## src/hw/rtl/cse_pkg.sv

```systemverilog
`timescale 1ns / 1ps
// Package for the capability string extractor: character codes, parse mode
// and outcome codes, register indexes and field widths. No dependencies.
package cse_pkg;

    // Field widths
    localparam int CHAR_W    = 8;
    localparam int OUTCOME_W = 2;
    localparam int MODE_W    = 4;
    localparam int CFG_IDX_W = 1;

    // Parse modes
    localparam logic [MODE_W-1:0] MODE_SKIP_NAME   = 4'd0;
    localparam logic [MODE_W-1:0] MODE_FIELD_START = 4'd1;
    localparam logic [MODE_W-1:0] MODE_SECOND      = 4'd2;
    localparam logic [MODE_W-1:0] MODE_SKIP_FIELD  = 4'd3;
    localparam logic [MODE_W-1:0] MODE_EQUALS      = 4'd4;
    localparam logic [MODE_W-1:0] MODE_VALUE       = 4'd5;
    localparam logic [MODE_W-1:0] MODE_ESCAPE      = 4'd6;
    localparam logic [MODE_W-1:0] MODE_OCT_MID     = 4'd7;
    localparam logic [MODE_W-1:0] MODE_OCT_LAST    = 4'd8;
    localparam logic [MODE_W-1:0] MODE_CARET       = 4'd9;
    localparam logic [MODE_W-1:0] MODE_DONE        = 4'd10;

    // Outcome codes
    localparam logic [OUTCOME_W-1:0] OC_GOING     = 2'd0;
    localparam logic [OUTCOME_W-1:0] OC_COMPLETE  = 2'd1;
    localparam logic [OUTCOME_W-1:0] OC_ABSENT    = 2'd2;
    localparam logic [OUTCOME_W-1:0] OC_NOT_STRNG = 2'd3;

    // Configuration register indexes
    localparam logic [CFG_IDX_W-1:0] REG_CAP_FIRST  = 1'd0;
    localparam logic [CFG_IDX_W-1:0] REG_CAP_SECOND = 1'd1;

    // Characters
    localparam logic [CHAR_W-1:0] CH_NUL       = 8'h00;
    localparam logic [CHAR_W-1:0] CH_COLON     = 8'h3A;
    localparam logic [CHAR_W-1:0] CH_EQUALS    = 8'h3D;
    localparam logic [CHAR_W-1:0] CH_BACKSLASH = 8'h5C;
    localparam logic [CHAR_W-1:0] CH_CARET     = 8'h5E;
    localparam logic [CHAR_W-1:0] CH_AT        = 8'h40;
    localparam logic [CHAR_W-1:0] CH_UNDERLINE = 8'h5F;
    localparam logic [CHAR_W-1:0] CH_ZERO      = 8'h30;
    localparam logic [CHAR_W-1:0] CH_SEVEN     = 8'h37;
    localparam logic [CHAR_W-1:0] CH_ESC       = 8'h1B;
    localparam logic [CHAR_W-1:0] CH_LC_N      = 8'h6E;
    localparam logic [CHAR_W-1:0] CH_LC_R      = 8'h72;
    localparam logic [CHAR_W-1:0] CH_LC_B      = 8'h62;
    localparam logic [CHAR_W-1:0] CH_LC_F      = 8'h66;
    localparam logic [CHAR_W-1:0] CH_LC_T      = 8'h74;
    localparam logic [CHAR_W-1:0] CH_UC_E      = 8'h45;
    localparam logic [CHAR_W-1:0] CH_NEWLINE   = 8'h0A;
    localparam logic [CHAR_W-1:0] CH_RETURN    = 8'h0D;
    localparam logic [CHAR_W-1:0] CH_BACKSPACE = 8'h08;
    localparam logic [CHAR_W-1:0] CH_FORMFEED  = 8'h0C;
    localparam logic [CHAR_W-1:0] CH_TAB       = 8'h09;

    // Outcome reported when the entry ends while in the given mode
    function automatic logic [OUTCOME_W-1:0] end_outcome(input logic [MODE_W-1:0] mode);
        logic [OUTCOME_W-1:0] oc;
        if (mode == MODE_EQUALS) begin
            oc = OC_NOT_STRNG;
        end else if (mode >= MODE_VALUE && mode <= MODE_CARET) begin
            oc = OC_COMPLETE;
        end else begin
            oc = OC_ABSENT;
        end
        return oc;
    endfunction

endpackage

```

## src/hw/rtl/capability_string_extractor.sv

```systemverilog
`timescale 1ns / 1ps
// Capability string extractor: scans a capability entry one byte per
// transaction and emits the decoded value of the configured capability.
// Depends on cse_pkg.
//
// Channel   Direction  Payload
// s_axis    in         tdata = char_in, tlast = entry_end
// m_axis    out        tdata = out_byte, tuser = {outcome, byte_valid}
// cfg       in         index = register, data = 8-bit value
//
// One byte per cycle: the parse step is a single mode update between the
// state registers and the result register. Each byte yields zero or one
// result. A two-deep output (result register plus skid register) lets
// input keep flowing while m_axis stalls; s_axis stalls only when both
// are full. Reset (synchronous, active low) clears the parse state, the
// capability name and the output stages. The cfg channel is always ready.
module capability_string_extractor (
    input  logic                           i_clk,
    input  logic                           i_rst_n,
    // Input byte stream
    input  logic                           i_s_axis_tvalid,
    output logic                           o_s_axis_tready,
    input  logic [cse_pkg::CHAR_W-1:0]     i_s_axis_tdata,   // [7:0] char_in
    input  logic                           i_s_axis_tlast,
    // Result stream
    output logic                           o_m_axis_tvalid,
    input  logic                           i_m_axis_tready,
    output logic [cse_pkg::CHAR_W-1:0]     o_m_axis_tdata,   // [7:0] out_byte
    output logic [cse_pkg::OUTCOME_W:0]    o_m_axis_tuser,   // [0] byte_valid, [2:1] outcome
    // Configuration writes
    input  logic                           i_cfg_valid,
    output logic                           o_cfg_ready,
    input  logic [cse_pkg::CFG_IDX_W-1:0]  i_cfg_index,
    input  logic [cse_pkg::CHAR_W-1:0]     i_cfg_data
);
    import cse_pkg::*;

    localparam int RES_W = CHAR_W + OUTCOME_W + 1;

    // Capability name registers
    logic [CHAR_W-1:0]    r_cap_first;
    logic [CHAR_W-1:0]    r_cap_second;

    // Parse state
    logic [MODE_W-1:0]    r_mode, n_mode;
    logic [CHAR_W-1:0]    r_held, n_held;
    logic [CHAR_W-1:0]    r_oct,  n_oct;

    // Output stages
    logic                 r_out_valid;
    logic [RES_W-1:0]     r_out_data;
    logic                 r_skid_valid;
    logic [RES_W-1:0]     r_skid_data;

    // Step results
    logic [CHAR_W-1:0]    res_byte;
    logic                 res_bvalid;
    logic [OUTCOME_W-1:0] res_oc;
    logic                 res_valid;
    logic [CHAR_W-1:0]    c;
    logic [CHAR_W-1:0]    digit;
    logic                 in_fire;
    logic                 out_fire;

    assign c        = i_s_axis_tdata;
    assign digit    = c - CH_ZERO;
    assign in_fire  = i_s_axis_tvalid && o_s_axis_tready;
    assign out_fire = r_out_valid && i_m_axis_tready;

    assign o_s_axis_tready = !r_skid_valid;
    assign o_cfg_ready     = 1'b1;
    assign o_m_axis_tvalid = r_out_valid;
    assign o_m_axis_tdata  = r_out_data[CHAR_W-1:0];
    assign o_m_axis_tuser  = r_out_data[RES_W-1:CHAR_W];

    // Parse step for the byte on the input
    always_comb begin
        n_mode     = r_mode;
        n_held     = r_held;
        n_oct      = r_oct;
        res_byte   = '0;
        res_bvalid = 1'b0;
        res_oc     = OC_GOING;
        res_valid  = 1'b0;
        if (r_mode >= MODE_DONE) begin
            // outcome already given: swallow bytes until the entry ends
            if (i_s_axis_tlast) begin
                n_mode = MODE_SKIP_NAME;
                n_held = '0;
                n_oct  = '0;
            end
        end else begin
            if (c == CH_NUL) begin
                // a zero byte ends the entry
                res_oc = end_outcome(r_mode);
            end else begin
                unique case (r_mode)
                    MODE_SKIP_NAME, MODE_SKIP_FIELD: begin
                        if (c == CH_COLON) n_mode = MODE_FIELD_START;
                    end
                    MODE_FIELD_START: begin
                        if (c == r_cap_first) begin
                            n_held = c;
                            n_mode = MODE_SECOND;
                        end else if (c == CH_COLON) begin
                            n_mode = MODE_FIELD_START;
                        end else begin
                            n_mode = MODE_SKIP_FIELD;
                        end
                    end
                    MODE_SECOND: begin
                        if (c == r_cap_second) begin
                            n_mode = MODE_EQUALS;
                        end else if (r_held == CH_COLON) begin
                            // a colon matched the first letter: this byte opens a field
                            if (c == r_cap_first) begin
                                n_held = c;
                                n_mode = MODE_SECOND;
                            end else if (c == CH_COLON) begin
                                n_mode = MODE_FIELD_START;
                            end else begin
                                n_mode = MODE_SKIP_FIELD;
                            end
                        end else if (c == CH_COLON) begin
                            n_mode = MODE_FIELD_START;
                        end else begin
                            n_mode = MODE_SKIP_FIELD;
                        end
                    end
                    MODE_EQUALS: begin
                        if (c == CH_EQUALS) n_mode = MODE_VALUE;
                        else                res_oc = OC_NOT_STRNG;
                    end
                    MODE_VALUE: begin
                        if (c == CH_BACKSLASH) begin
                            n_mode = MODE_ESCAPE;
                        end else if (c == CH_CARET) begin
                            n_mode = MODE_CARET;
                        end else if (c == CH_COLON) begin
                            res_oc = OC_COMPLETE;
                        end else begin
                            res_byte   = c;
                            res_bvalid = 1'b1;
                        end
                    end
                    MODE_ESCAPE: begin
                        n_mode     = MODE_VALUE;
                        res_bvalid = 1'b1;
                        if (c == CH_LC_N) begin
                            res_byte = CH_NEWLINE;
                        end else if (c == CH_LC_R) begin
                            res_byte = CH_RETURN;
                        end else if (c == CH_LC_B) begin
                            res_byte = CH_BACKSPACE;
                        end else if (c == CH_LC_F) begin
                            res_byte = CH_FORMFEED;
                        end else if (c == CH_LC_T) begin
                            res_byte = CH_TAB;
                        end else if (c == CH_UC_E) begin
                            res_byte = CH_ESC;
                        end else if (c >= CH_ZERO && c <= CH_SEVEN) begin
                            // first octal digit lands in the top two bits
                            n_oct      = {digit[1:0], 6'b0};
                            n_mode     = MODE_OCT_MID;
                            res_bvalid = 1'b0;
                        end else begin
                            res_byte = c;
                        end
                    end
                    MODE_OCT_MID: begin
                        n_oct  = r_oct + {digit[CHAR_W-4:0], 3'b0};
                        n_mode = MODE_OCT_LAST;
                    end
                    MODE_OCT_LAST: begin
                        res_byte   = r_oct + digit;
                        res_bvalid = 1'b1;
                        n_oct      = '0;
                        n_mode     = MODE_VALUE;
                    end
                    MODE_CARET: begin
                        if (c >= CH_AT && c <= CH_UNDERLINE) begin
                            res_byte   = c - CH_AT;
                            res_bvalid = 1'b1;
                        end
                        n_mode = MODE_VALUE;
                    end
                    default: begin
                    end
                endcase
            end
            // end of entry: outcome follows the mode after this byte
            if (res_oc == OC_GOING && i_s_axis_tlast) begin
                res_oc = end_outcome(n_mode);
            end
            if (i_s_axis_tlast) begin
                n_mode = MODE_SKIP_NAME;
                n_held = '0;
                n_oct  = '0;
            end else if (res_oc != OC_GOING) begin
                n_mode = MODE_DONE;
            end
            res_valid = res_bvalid || (res_oc != OC_GOING);
        end
    end

    // Configuration registers
    always_ff @(posedge i_clk) begin
        if (!i_rst_n) begin
            r_cap_first  <= '0;
            r_cap_second <= '0;
        end else if (i_cfg_valid && o_cfg_ready) begin
            unique case (i_cfg_index)
                REG_CAP_FIRST:  r_cap_first  <= i_cfg_data;
                REG_CAP_SECOND: r_cap_second <= i_cfg_data;
                default: begin
                end
            endcase
        end
    end

    // Parse state update on each accepted transaction
    always_ff @(posedge i_clk) begin
        if (!i_rst_n) begin
            r_mode <= MODE_SKIP_NAME;
            r_held <= '0;
            r_oct  <= '0;
        end else if (in_fire) begin
            r_mode <= n_mode;
            r_held <= n_held;
            r_oct  <= n_oct;
        end
    end

    // Output register with skid stage
    always_ff @(posedge i_clk) begin
        if (!i_rst_n) begin
            r_out_valid  <= 1'b0;
            r_skid_valid <= 1'b0;
        end else begin
            if (r_skid_valid) begin
                if (out_fire) begin
                    r_out_valid  <= 1'b1;
                    r_skid_valid <= 1'b0;
                end
            end else if (in_fire && res_valid) begin
                if (!r_out_valid || out_fire) begin
                    r_out_valid <= 1'b1;
                end else begin
                    r_skid_valid <= 1'b1;
                end
            end else if (out_fire) begin
                r_out_valid <= 1'b0;
            end
        end
    end

    // Payload of the output stages
    always_ff @(posedge i_clk) begin
        if (r_skid_valid) begin
            if (out_fire) r_out_data <= r_skid_data;
        end else if (in_fire && res_valid) begin
            if (!r_out_valid || out_fire) begin
                r_out_data <= {res_oc, res_bvalid, res_byte};
            end else begin
                r_skid_data <= {res_oc, res_bvalid, res_byte};
            end
        end
    end

`ifndef ASSERT_OFF
    // skid stage only fills behind a waiting result
    a_skid_behind_out: assert property (@(posedge i_clk) disable iff (!i_rst_n)
        r_skid_valid |-> r_out_valid)
        else $error("skid register holds data while output register is empty");

    // every result carries a byte or an outcome
    a_result_nonempty: assert property (@(posedge i_clk) disable iff (!i_rst_n)
        o_m_axis_tvalid |-> (o_m_axis_tuser[0] || o_m_axis_tuser[2:1] != OC_GOING))
        else $error("empty result presented");

    // last byte of an entry returns the parser to the name field
    a_entry_restart: assert property (@(posedge i_clk) disable iff (!i_rst_n)
        (in_fire && i_s_axis_tlast) |=> (r_mode == MODE_SKIP_NAME))
        else $error("parser not restarted after end of entry");

    // a stalled result is not dropped or altered
    a_out_hold: assert property (@(posedge i_clk) disable iff (!i_rst_n)
        (r_out_valid && !i_m_axis_tready) |=> (r_out_valid && $stable(r_out_data)))
        else $error("stalled result changed");
`endif

endmodule
```

## config.mk

```make
export PLATFORM = sky130hd
export DESIGN_NAME = capability_string_extractor
export DESIGN_NICKNAME = d
export VERILOG_FILES = /design/src/hw/rtl/cse_pkg.sv /design/src/hw/rtl/capability_string_extractor.sv
export SDC_FILE = /design/constraint.sdc
export NUM_CORES = 1
export LEC_CHECK = 0
export BUFFER_PORTS_ARGS = -buffer_cell sky130_fd_sc_hd__buf_4
export CORE_MARGIN = 2
export CORE_UTILIZATION = 40
export CTS_CLUSTER_DIAMETER = 60
export CTS_CLUSTER_SIZE = 40
export DETAILED_ROUTE_END_ITERATION = 12
export GPL_TIMING_DRIVEN = 0
export PLACE_DENSITY_LB_ADDON = 0.2
export SLEW_MARGIN = 10
export SYNTH_ARGS = -nofsm -noshare
export SYNTH_HDL_FRONTEND = slang
export SYNTH_SLANG_ARGS = --single-unit
```

## constraint.sdc

```tcl
create_clock -name i_clk -period 3.5 [get_ports i_clk]
set_input_delay 0.175 -clock i_clk [delete_from_list [all_inputs] [get_ports i_clk]]
set_output_delay 0.175 -clock i_clk [all_outputs]
set_load 0.02 [all_outputs]
```

Word-level counts from Yosys, hierarchy flattened --
Index checks and enable logic that the tools add are counted.
Word-level totals: flip-flop bits (word level) 60, latch bits 0, RAM bits 0, ROM bits 0, input bits 23, output and inout bits 14, memories 0
Cells by class: $add $sub $neg 4, $mul 0, divide/modulo/power cells 0, $lt $le $gt $ge 9, equality and inequality tests 36, shift operators 0, mux-type cells 98, bitwise logic cells 3, reductions and logical operators 31
Operators by type and width (count):
- 8-bit two-way mux | 30
- 8-bit by 7-bit equality test with 1-bit output, second input constant | 8
- 4-bit two-way mux | 13
- 11-bit two-way mux | 4
- 2-bit two-way mux | 18
- 4-bit case mux with 8 select lines | 1
- 8-bit case mux with 4 select lines | 1
- 1-bit two-way mux | 27
- 3-bit inequality test, second input constant | 9
- 8-bit by 6-bit equality test with 1-bit output, second input constant | 3
- 8-bit case mux with 3 select lines | 1
- 4-bit by 3-bit equality test with 1-bit output, second input constant | 5
- 8-bit adder | 2
- 8-bit equality test | 2
- 8-bit case mux with 2 select lines | 1
- 11-bit AND reduction | 1
- 3-bit AND reduction | 3
- 4-bit by 2-bit equality test with 1-bit output, second input constant | 2
- 4-bit equality test, second input constant | 2
- 4-bit by 3-bit >= comparator with 1-bit output, second input constant | 2
- 8-bit by 6-bit >= comparator with 1-bit output, second input constant | 1
- 8-bit by 7-bit >= comparator with 1-bit output, second input constant | 1
- 4-bit less-or-equal comparator, second input constant | 2
- 8-bit by 6-bit less-or-equal comparator with 1-bit output, second input constant | 1
- 23 further kinds | 41

Depth between registers and ports, before layout --
Gate-level depths: netlist (run 1).
depth in word-level cells 24, depth in mapped cells 12

Least setup slack after synthesis (run 1) --
Ideal clock, no wire load.
path kind input-to-reg, start point in i_s_axis_tdata[7] (netlist bit), end point reg r_skid_data[0] (enable), arrival 2883 ps, required time 3104 ps, slack 222 ps, cell stages on the path 10, cells stage by stage clkbuf_1 > inv_1 > ha_1 > and4_1 > a211o_1 > nor2_1 > nor3_1 > a21oi_1 > o211ai_1 > nor3b_1
Between the ends: cells in the longest elaborated chain, start to end 23
Ends and longest elaborated chain:
- from (decl) | RTL line capability_string_extractor.sv:23 | input logic [cse_pkg::CHAR_W-1:0] i_s_axis_tdata,
- 8-bit by 6-bit >= comparator with 1-bit output or 8-bit by 6-bit less-or-equal comparator with 1-bit output (tied branches) | RTL line capability_string_extractor.sv:161 | end else if (c >= CH_ZERO && c <= CH_SEVEN) begin
- 1-bit logical AND | RTL line capability_string_extractor.sv:161
- 2-bit two-way mux | RTL line capability_string_extractor.sv:161
- 2-bit two-way mux | RTL line capability_string_extractor.sv:159 | end else if (c == CH_UC_E) begin
- 2-bit two-way mux | RTL line capability_string_extractor.sv:157 | end else if (c == CH_LC_T) begin
- 2-bit two-way mux | RTL line capability_string_extractor.sv:155 | end else if (c == CH_LC_F) begin
- 2-bit two-way mux | RTL line capability_string_extractor.sv:153 | end else if (c == CH_LC_B) begin
- 2-bit two-way mux | RTL line capability_string_extractor.sv:151 | end else if (c == CH_LC_R) begin
- (+7 left out)
- 2-bit two-way mux | RTL line cse_pkg.sv:61 | if (mode == MODE_EQUALS) begin
- 2-bit two-way mux | RTL line capability_string_extractor.sv:192 | if (res_oc == OC_GOING && i_s_axis_tlast) begin
- 2-bit two-way mux | RTL line capability_string_extractor.sv:85 | if (r_mode >= MODE_DONE) begin
- 2-bit nonzero test | RTL line capability_string_extractor.sv:202 | res_valid = res_bvalid || (res_oc != OC_GOING);
- 1-bit logical OR * | RTL line capability_string_extractor.sv:202
- 1-bit two-way mux * | RTL line capability_string_extractor.sv:85
- 1-bit logical AND * | RTL line capability_string_extractor.sv:261 | end else if (in_fire && res_valid) begin
- 3-bit AND reduction (no source line) *
- to (signal assigned) | RTL line capability_string_extractor.sv:265 | r_skid_data <= {res_oc, res_bvalid, res_byte};
- to (decl) | RTL line capability_string_extractor.sv:53 | logic [RES_W-1:0] r_skid_data;
Mark *: on every way between the ends. The rest lies on a longest branch, timed or not. The select of a mux whose other input is x is not followed. A chain may end at the register's enable or synchronous reset.

Final worst setup path (run 1) --
start point in i_s_axis_tdata[7] (netlist bit), end point reg r_skid_data[8] (enable)
The elaborated chain is that of the path after synthesis.

==> run summary, run 1 <==
For this design, the CTS-stage hold fixing added 0 buffers. In this run the remaining antenna-violating nets after routing total 0. The path class of the tightest hold or removal check is in -> reg. The max-slew violation count was 0.

For the pin with the worst max-slew slack, the measured transition is 0.7325 ns. After technology mapping, the gate count stands at 437. The worst hold-check slack came out at 0.08479 ns.

The worst setup path is launched from a primary input. In the final routed layout, each cell accounts on average for 17.78 um. Data on the critical path is required at its endpoint by 3.56 ns. The number of enable flip-flop cells after synthesis is 22, and the maximum clock frequency is 312.0 MHz.

In this run the standard cell core region covers 9684 um2. The critical path data arrival time is 3.27 ns. Setup repair after global routing left no endpoint under its margin. Of all cell types, the one taking the most synthesized area is dfxtp_1. The tools report the setup total negative slack as 0 ns. For this run, the total global-route usage over all layers was measured as 22.10%. Worst clock skew: 0.01386 ns. Detailed placement finished with a half-perimeter wire length of 8032 um. The post-route netlist has 19.34% of its cells at a drive strength greater than 1. The tools report the number of vias after detailed routing as 3,514. The total number of nets in the final design was 521.

Port buffering added 31 buffers. The first global-routing pass estimated 17,820 um of wire. Setup slack on the critical path of the routed design comes to 0.2944 ns.

The register clock-pin slew on the reported worst setup and hold paths was 0.07 ns; the final instance count without filler cells was 619. The root buffer cell chosen for the clock tree is clkbuf_8. In the synthesized netlist the dominant register cell turns out to be dfxtp_1.

For the filler cell count in the final layout, the log shows 964. For this block, the initial DRC count from the detailed router was 287. The category of the worst setup path capture point was a register. Counting every sink on the clock net gives 57. Wires add up to 11,000 um. The average vias per placed instance is 5.677. The synthesis-stage register bit count came out at 57. The number of nets handed over by synthesis was 477. Yosys attributes the largest share of cell area to dfxtp_1 18%, edfxtp_1 17%, ha_1 4.7%. After synthesis, the largest area contributor takes up 17.72% of total cell area. In the post-synthesis netlist, the cell with the most instances is nand2_1. The ratio of total power to cell area came out at 348.6 nW/um2. The average cell area after synthesis came out at 9.050 um2. Clock latency on the worst-skew pair, taken at its later pin, is 0.36 ns. The run finished with clean final reports.

TritonCTS built the clock tree. Counting along the longest clock path gives a buffer depth of 2. The starting density of the core came out at 40.84%.

The pre-CTS setup slack came out at -0.3894 ns. The die is 103.4 um wide. The max-slew headroom at the worst pin is 50.79%. 37 I/O pins were placed. The run gives 0 as the hold violation total from the final report. The commonest cells after synthesis are 42 x nand2_1, 35 x dfxtp_1, 22 x edfxtp_1.

The number of global-route vias before repair was 3,387; the max-cap check violation count was 0. Buffers inserted during clock tree synthesis total 9. At the end of routability-driven placement, the weighted congestion stood at 0.9567. The number of placed instances, taps included, is 601. After floorplanning, the core was divided into 36 placement rows. The tools report the initial antenna violation count as 0. The total overflow left after global routing is 0. The highest ir drop seen on vdd came out at 0.1954 mV. The area used by sequential logic in the layout is 1361 um2.

The logs give 2412 um2 for the area of combinational cells with multiple inputs and 34.42% for the sequential element share of the synthesized area. Synthesis instantiated 70 different standard cells from the library. The worst path uses 91.59% of the clock period. For the cell leakage power, the log shows 1.807 nW. Summing every instance area after synthesis gives 3955 um2. The logs give 12 for the maximum number of pins on one net before global-route repair and 0 for the setup violation total in the final timing report. The clock tree synthesis step divided the H-tree into 3 levels. The design draws 1.605 mW. The first detailed-routing pass ran for 5 iterations. The logs give 0 for the final antenna diode count and 10,700 um2 for the floorplan die area. In the routed design, unresolved DRC markers number 0. The top fanout value on the critical path came out at 11.

The worst setup path is of the in -> reg kind. Counting flops with an async set or reset pin after synthesis yields a share of 0%. The Yosys step of the flow raised 0 warnings.

Counting I/O delays and the setup requirement, the final critical path takes 3.206 ns. The floorplan die height is 103.4 um. The layout-stage area growth over the synthesis result came out at 16.45%.
sequential cells by signal, indices dropped and copies added, names as in the netlist:
register and count:
r_skid_data 11, r_mode 4, r_held 8, r_cap_second 8, r_cap_first 8, r_skid_valid 1, o_m_axis_tvalid 1, r_out_data 11
r_oct 5
per-layer routing:
metal / routed length (um) / part of all wire [%] / global-route usage (%)
met1: 4917 / 45 / 28.89
met2: 4958 / 45 / 34.39
met3: 837 / 7.6 / 5.847
met4: 290 / 2.6 / 9.717
met5: 0 / 0 / 0
critical path: stages:
cell	delay (ns)
clkbuf_1	0.39
inv_1	0.25
ha_1	0.34
and4_1	0.31
a211o_1	0.34
nor2_1	0.24
nor3_1	0.11
a21oi_1	0.38
o211ai_1	0.27
nor3b_4	0.30
buf_12	0.16
worst paths after layout:
path	startpoint	endpoint	slack, ns	depth (start not counted)
worst max-delay path	i_s_axis_tdata[7]	r_skid_data[8]$_DFFE_PP_	0.29	11
worst min-delay path	i_cfg_data[0]	r_cap_first[0]$_SDFFE_PN0P_	0.08	3
worst max register to register	r_mode[0]$_SDFFE_PN0P_	r_skid_data[8]$_DFFE_PP_	0.58	10
worst min register to register	r_held[2]$_SDFFE_PN0P_	r_held[2]$_SDFFE_PN0P_	0.46	2
area by class of cell:
class	count	area share, %
buffer	28	3.015
clock buffer	12	3.613
clock inverter	4	0.5162
inverter	17	1.385
multi-input combinational	335	52.38
sequential	57	29.56
tap	133	3.613
timing repair buffer	33	5.922
placed cells by master (no fill, tap or decap), types with 3 or more instances in the layout:
master     synthesis  layout
xnor2_1            9       9
o22ai_1            3       3
nor4_1             5       5
mux2i_1           14      14
xor2_1            16      16
o21ai_0           18      18
mux2_2            10      10
nor4_4             4       4
a21oi_1           18      18
dfxtp_1           35      35
o31ai_1            5       5
inv_1             15      15
clkbuf_8           0      10
a31oi_1            7       7
o211ai_1           4       4
nand4_1            5       5
edfxtp_1          22      22
nor2b_1           15      15
a21o_1             8       8
o21a_1             6       6
nand3_1           14      14
nand2b_1           7       7
and2_1             8       8
o2111ai_1          3       3
nor3_1            12      11
clkbuf_1          15      16
nor2_1            19      19
ha_1              15      15
nand2_1           42      42
buf_2              9       9
o21bai_1           3       3
nand3b_1           5       5
a21boi_0          16      16
o2bb2ai_1          4       4
buf_4              2      33
power by group:
part / total [mW] / switching, mW / internal, mW
Clock: 0.612 / 0.295 / 0.318
Sequential: 0.725 / 0.0134 / 0.712
Combinational: 0.268 / 0.159 / 0.109
metrics by stage:
step                cell area, um2  util, %
finish                        4606    47.56
global route                  4606    47.56
floorplan                     3955        -
detailed placement            4359    45.01
CTS                           4554    47.03
global placement              4354    44.96
logic make-up (layout without fill, tap and decap cells):
logic type,Yosys count,count (layout),share of synthesized area (%)
muxes,24,24,6.390
xor gates and xnor gates,25,25,5.536
AOI/OAI and AO/OA,112,112,19.61
other,1,1,0.09482
buffers and inverters,45,94,5.125
adders and majority gates,17,17,5.758
and+or+nand+nor,156,156,23.06
DFF,57,57,34.42
timing repair:
action                                  CTS  global route
pin swaps                                 0             2
setup buffers                             0             2
endpoints found under the setup margin   11            22
resized for setup                         1             2
No activity file was read; power rests on OpenSTA's default activity.
==> run 2: changes to the inputs <==
==> constraint.sdc (replaced) <==
create_clock -name i_clk -period 3.7 [get_ports i_clk]
set_input_delay 0.185 -clock i_clk [delete_from_list [all_inputs] [get_ports i_clk]]
set_output_delay 0.185 -clock i_clk [all_outputs]
set_load 0.02 [all_outputs]
==> run summary, run 2 (synthesis gave the netlist of run 1 again) <==
In this run the horizontal extent of the chip is 103.4 um. The clock reaches the later pin of the worst-skew pair after 0.36 ns. The ratio of total power to cell area was 332.0 nW/um2; the final antenna diode count was 0.

Compared with the post-synthesis result, the final layout area differs by 15.44%. The number of hold buffers added after CTS was 0. For this run, the post-layout net count is 519. The worst path in the final design needs a cycle of 3.342 ns, including I/O delays and setup. Max-slew violation count: 0. Measured on the finished design, the core utilization comes to 47.14%. At the worst endpoint, the arrival time is 3.32 ns. For this block, the initial DRC count from the detailed router was 337. The buffers plus inverters on the worst setup path came out at 2. Setup violations remaining at the end of the flow were counted as 0. The startpoint type of the worst setup path is a primary input. The max-slew headroom at the worst pin was 50.52%; the fraction of layout instances using a drive strength above 1 was 19.01%. Setup repair after global routing left no endpoint under its margin. The run gives 6 as the length of the first detailed-routing pass in iterations. Wires add up to 10,880 um.

Across the run, the number of max-cap violations was 0. The initial utilization of the core area, before any placement, comes to 40.84%. For the worst clock skew, the log shows 0.01674 ns. Traced cell by cell, the critical path runs through clkbuf_1, inv_1, ha_1, and4_1, a211o_1, nor2_1, nor3_1, a21oi_1, o211ai_1, nor3b_4. The largest registers in the layout are r_out_data: 11 flops, r_skid_data: 11 flops. Clock-pin slew was measured on the worst setup and hold paths at 0.07 ns. The number of buffers added by the clock tree synthesis step came out at 9. The floorplan step defined a die boundary enclosing 10,700 um2. CTS saw 57 sinks.

The filler cell count in the final layout was 966; the share of the clock period used by the worst path was 90.31%. The run gives 3.68 ns as the required arrival time at the worst endpoint. The path class of the tightest hold or removal check is in -> reg. For flop-to-flop paths, the worst setup slack is 0.64 ns. The transition time at the pin with the least slew margin came out at 0.7366 ns. The worst setup path is of the in -> reg kind.

Summed over all layers, the global routing overflow is 0. The cell-internal power came out at 1.073 mW. Row generation in the floorplan step produced 36 rows. The maximum clock frequency was 299.3 MHz. The tools report the clock root buffer master as clkbuf_8.

For the final routed database, the setup TNS stands at 0 ns. OpenSTA, run right after detailed placement, puts the worst setup slack at -0.1994 ns. The top fanout value on the critical path works out to 11. The portion of total power attributed to combinational logic was 16.4%; the share of total power consumed by net switching was 29.20%.

Leaving out fill and tap cells, the most frequent cells in the layout are 42 x nand2_1, 35 x dfxtp_1, 33 x buf_4. The highest ir drop seen on vdd was 0.1848 mV. For the hold violation total from the final report, the log shows 0. After layout, the design draws a total of 1.516 mW.

Once detail routing completed, the nets flagged for antenna violations numbered 0. The tools report the least setup slack across all paths after layout as 0.3584 ns. The number of global-route vias before repair is 3,386. For the number of design rule violations left after detail routing, the log shows 0. The maximum level of the CTS H-tree is 3. Dividing the detail-routed wire length by the instance count gives 17.64 um. For the final instance count without filler cells, the log shows 617. Leaving out fill and tap cells, the most frequent cell in the layout is nand2_1. The run gives 0 as the initial antenna violation count.

The number of placed instances with taps included is 601. On the critical path, the stage with the largest delay is an instance of nor3b_4. The die is 103.4 um tall.

Detailed routing inserted a total of 3,510 vias. Number of buffer cells added on primary ports: 31. The largest single stage delay on the critical path is 0.57 ns. For the global-route usage over all layers, the log shows 22.12%.

TritonCTS built the clock tree. In this run the standard cell core region covers 9684 um2. The category of the worst setup path capture point was a register. The logs give 1.790 nW for the cell leakage power and 12 for the maximum number of pins on one net before global-route repair.

Routability-driven placement finished with a final weighted congestion of 0.9567. After detailed routing, the number of vias per cell comes to 5.689. Sequential cells account for 45.3% of the total power. Pin placement for this block handled 37 I/O pins. The clock network accounts for 38.3% of the total power. Detailed placement ended at an HPWL of 8032 um. The run finished with clean final reports. The kind of cell with the highest combined delay along the critical path is simple AND/OR/NAND/NOR gates. The first global-routing pass estimated 17,830 um of wire. The maximum count of clock buffers along a single path came out at 2.

In this run the power spent charging and discharging nets is 0.4427 mW.
## run 2: cell types whose count changed in the layout (fill, tap and decap cells not counted), sizes merged
cell  change
buf       -2
## run 2: cell type report
cell class              count  area, um2  share of cell area [%]
multi-input cells         335       2412                   52.84
clock inverters             4      23.77                  0.5207
flip-flops and latches     57       1361                   29.82
well taps                 133      166.4                   3.645
inverters                  17      63.81                   1.398
clock buffers              12      166.4                   3.645
plain buffers              28      138.9                   3.042
repair buffers             31      232.7                   5.097
## run 2: power groups by stage
| stage | clock [mW] | sequential (mW) | combinational (mW) |
|---|---|---|---|
| final | 0.581 | 0.686 | 0.249 |
| after global routing | 0.622 | 0.688 | 0.273 |
| after CTS | 0.591 | 0.686 | 0.246 |
| after detailed placement | 0 | 0.700 | 0.245 |
| after global placement | 0 | 0.700 | 0.244 |
| after floorplan | 0 | 0.706 | 0.158 |
## run 2: worst paths after layout
path	from	to	depth (start not counted)
worst max-delay path	i_s_axis_tdata[7]	r_skid_data[8]$_DFFE_PP_	10
worst min-delay path	i_cfg_data[5]	r_cap_first[5]$_SDFFE_PN0P_	3
worst max register to register	r_mode[0]$_SDFFE_PN0P_	r_skid_data[8]$_DFFE_PP_	8
worst min register to register	r_held[2]$_SDFFE_PN0P_	r_held[2]$_SDFFE_PN0P_	2
## run 2: what timing repair did
action                     in CTS  in global routing
setup endpoints to repair       0                 22
setup buffers                   0                  0
gates resized for setup         0                  3
## run 2: layer usage
metal	vias to the layer above	global-route usage, %	routed length (um)
li1	1676	-	-
met1	1654	28.94	4887
met2	159	34.39	4917
met3	21	5.847	811
met4	0	9.717	267
met5	-	0	0
## run 2: worst reg2reg max path: cells and delay by family, from the launching register on
family	cells	cell delay [ns]
flops	1	0.30
simple gates	4	1.27
compound gates	2	0.62
buf+inv	2	0.51
## run 2: stage by stage
step / hold WS [ns] / cell area (um2)
after global routing: 0.09269 / 4566
after CTS: 0.09467 / 4549
final: 0.09924 / 4566
after floorplan: 0.3411 / 3955
after detailed placement: 0.4476 / 4359
after global placement: 0.4469 / 4354
==> run 3: changes to the inputs <==
--- a/config.mk
+++ b/config.mk
@@ -6,9 +6,9 @@
 export NUM_CORES = 1
 export LEC_CHECK = 0
 export BUFFER_PORTS_ARGS = -buffer_cell sky130_fd_sc_hd__buf_4
-export CORE_MARGIN = 2
+export CORE_MARGIN = 10
 export CORE_UTILIZATION = 40
-export CTS_CLUSTER_DIAMETER = 60
+export CTS_CLUSTER_DIAMETER = 50
 export CTS_CLUSTER_SIZE = 40
 export DETAILED_ROUTE_END_ITERATION = 12
 export GPL_TIMING_DRIVEN = 0
==> run summary, run 3 (synthesis gave the netlist of run 1 again) <==
The leading cell type in the layout, fill and taps excluded is nand2_1. The share of total power consumed by net switching is 28.94%. Startpoint type of the worst setup path: a register. The logs give 0 ns for the setup total negative slack and 30.31% for the max-slew headroom at the worst pin.

The floorplan step defined a die boundary enclosing 14,260 um2. For the cell area reported after detailed placement, the log shows 4359 um2. Row generation in the floorplan step produced 36 rows.

In the routed layout, each cell is associated on average with a via count of 5.581. Number of clock sinks: 57. Once the clock tree was built, the setup fixing pass inserted 0 buffers. In the layout the commonest cells are 42 x nand2_1, 35 x dfxtp_1, 33 x buf_4. Setup repair after global routing left no endpoint under its margin. Net switching power of the design: 0.4351 mW.

The flow ran to the end, and the final reports show no timing, DRC or antenna violations. In this run the power density over the cells is 330.3 nW/um2. The logs give 17,660 um for the wire length of the first global-routing pass and 3,438 for the number of vias after detailed routing. For this run, the top clock speed supported by timing is 301.5 MHz. The share of the clock period used by the worst path was 89.64%.

The pre-CTS setup slack came out at -0.1834 ns. For this block, wires on met1 add up to 4927 um. The run gives 0 as the sum of overflow across all layers after global routing.

The launch point of the critical path was r_mode[3]$_SDFFE_PN0P_. The largest registers in the layout are r_out_data: 11 flops, r_skid_data: 11 flops. Entering global routing, the biggest net connects 12 pins. The number of buffers added by the clock tree synthesis step is 9, and the placer congestion estimate is 0.9594.

The count of cells along the worst register-to-register path came out at 7. The tools report the number of ports placed on the die boundary as 37. The highest ir drop seen on vdd was 0.1927 mV; the maximum level of the CTS H-tree was 3.

The number of cells on the worst hold path works out to 3. Summing all non-filler instances in the final layout gives an area of 4552 um2. The internal power of the cells totals 1.068 mW. The setup violation total in the final timing report came out at 0. TritonCTS built the clock tree. For the pin with the worst max-slew slack, the measured transition is 1.037 ns. STA puts the critical path data required time at 3.68 ns. The min-delay analysis places its worst path in the category in -> reg. The later pin in the worst-skew pair is clocked with a latency of 0.35 ns.

The die is 119.4 um wide. The initial antenna violation count came out at 0. The uppermost signal routing layer after detailed routing is met4. For this design, the CTS-stage hold fixing added 0 buffers. Along the worst path, the maximum fanout reaches 11. The endpoint identified for the worst register-to-register timing path is r_skid_data[6]$_DFFE_PP_.

Worst clock skew: 0.01061 ns. The number of buffer cells added on primary ports was 31. The worst setup path is captured at a register.

Across all register-to-register paths, the minimum setup slack is 0.38 ns. In this run the remaining antenna-violating nets after routing total 0. The tool flagged a number of max-cap violations equal to 0. The hold violation total from the final report was 0; the length of the first detailed-routing pass in iterations was 6. The floorplan die height was 119.4 um; the starting density of the core was 40.84%. The tools report the origin of the critical flop-to-flop path as r_mode[3]$_SDFFE_PN0P_. The run gives 45.6% as the portion of total power attributed to sequential cells. After layout, the minimum clock period comes to 3.317 ns. Total number of nets in the final design: 519. The layout-stage area growth over the synthesis result is 15.09%. Data arrives at the worst endpoint at 3.30 ns.

The startpoint identified for the worst hold timing path is i_cfg_data[4]. The routed design uses 4936 um of met2 wire. The worst hold-check slack is 0.1081 ns, and the maximum count of clock buffers along a single path is 2. The sum of routed wire length over all layers came out at 10,760 um. After detailed routing, the average wire length per cell comes to 17.47 um.

The met3 wirelength from detailed routing was 779 um; the number of global-route vias before repair was 3,425. The number of design rule violations left after detail routing is 0. In this run, the combinational gates consume 16.5% of the power. The clock root buffer master was clkbuf_8. For the estimated wirelength of the detail-placed design, the log shows 8185 um. In this run, the number of DRC markers left after iteration 0 of detailed routing was 204. Across every metal layer, demand over resource in global routing totals 15.10%. The worst hold path terminates at r_cap_first[4]$_SDFFE_PN0P_.

The run gives 9684 um2 as the area inside the core boundary. Summed over all cells, the static leakage comes to 1.785 nW. The type of the setup path with the least slack was reg -> reg. The tools report the clock share of power as 37.8%. In the final layout, the share of cells above drive strength 1 is 18.63%. Across all setup checks in the final design, the least slack found is 0.3832 ns. 0 antenna diodes ended up in the layout.

Max-slew violation count: 0. The register clock-pin slew on the reported worst setup and hold paths works out to 0.07 ns.
## run 3: how the worst max path moves through the flow
stage                               endpoint  slack, ns  cells after the start
floorplan           r_skid_data[0]$_DFFE_PP_       0.41                     10
global placement    r_skid_data[4]$_DFFE_PP_      -0.57                     10
detailed placement   r_out_data[5]$_DFFE_PP_      -0.18                     10
CTS                  r_out_data[2]$_DFFE_PP_       0.17                      7
global route         r_out_data[2]$_DFFE_PP_       0.12                     10
finish              r_skid_data[6]$_DFFE_PP_       0.38                      7
## run 3: metrics by stage
step	power, mW	std cells	util [%]
floorplan	0.8642	437	-
global placement	0.9421	601	44.96
detailed placement	0.9456	601	45.01
CTS	1.513	616	46.89
global route	1.563	616	47.00
finish	1.503	616	47.00
## run 3: per-layer routing
metal | track usage [%] | up-vias
met5 | 0 | -
met4 | 4.449 | 0
met3 | 3.543 | 11
met2 | 24.10 | 135
met1 | 19.85 | 1621
li1 | - | 1671
## run 3: final cells by class
cell class                 count  area (um2)
buffer                        28       138.9
clock inverter                 3       15.01
multi-input combinational    335        2407
tap                          133       166.4
inverter                      17       63.81
clock buffer                  12       166.4
timing repair buffer          31       232.7
sequential                    57        1361
fill                         958        5132
## run 3: worst max-delay path, stage by stage (launching register included)
cell and delay, ns:
dfxtp_1 0.31, buf_2 0.20, nand2b_1 0.18, nor3_1 0.83
nor3_1 0.20, a21oi_1 0.38, o211ai_1 0.27, nor3b_4 0.59
## run 3: what timing repair did
item	in CTS	in global routing
hold endpoints to repair	0	0
resized for setup	0	2
endpoints found under the setup margin	0	21
## run 3: power groups by stage
stage	Clock [mW]	Combinational [mW]	Sequential (mW)
floorplan	0	0.158	0.706
global placement	0	0.243	0.699
detailed placement	0	0.246	0.700
CTS	0.581	0.247	0.686
global route	0.603	0.272	0.688
finish	0.569	0.249	0.686
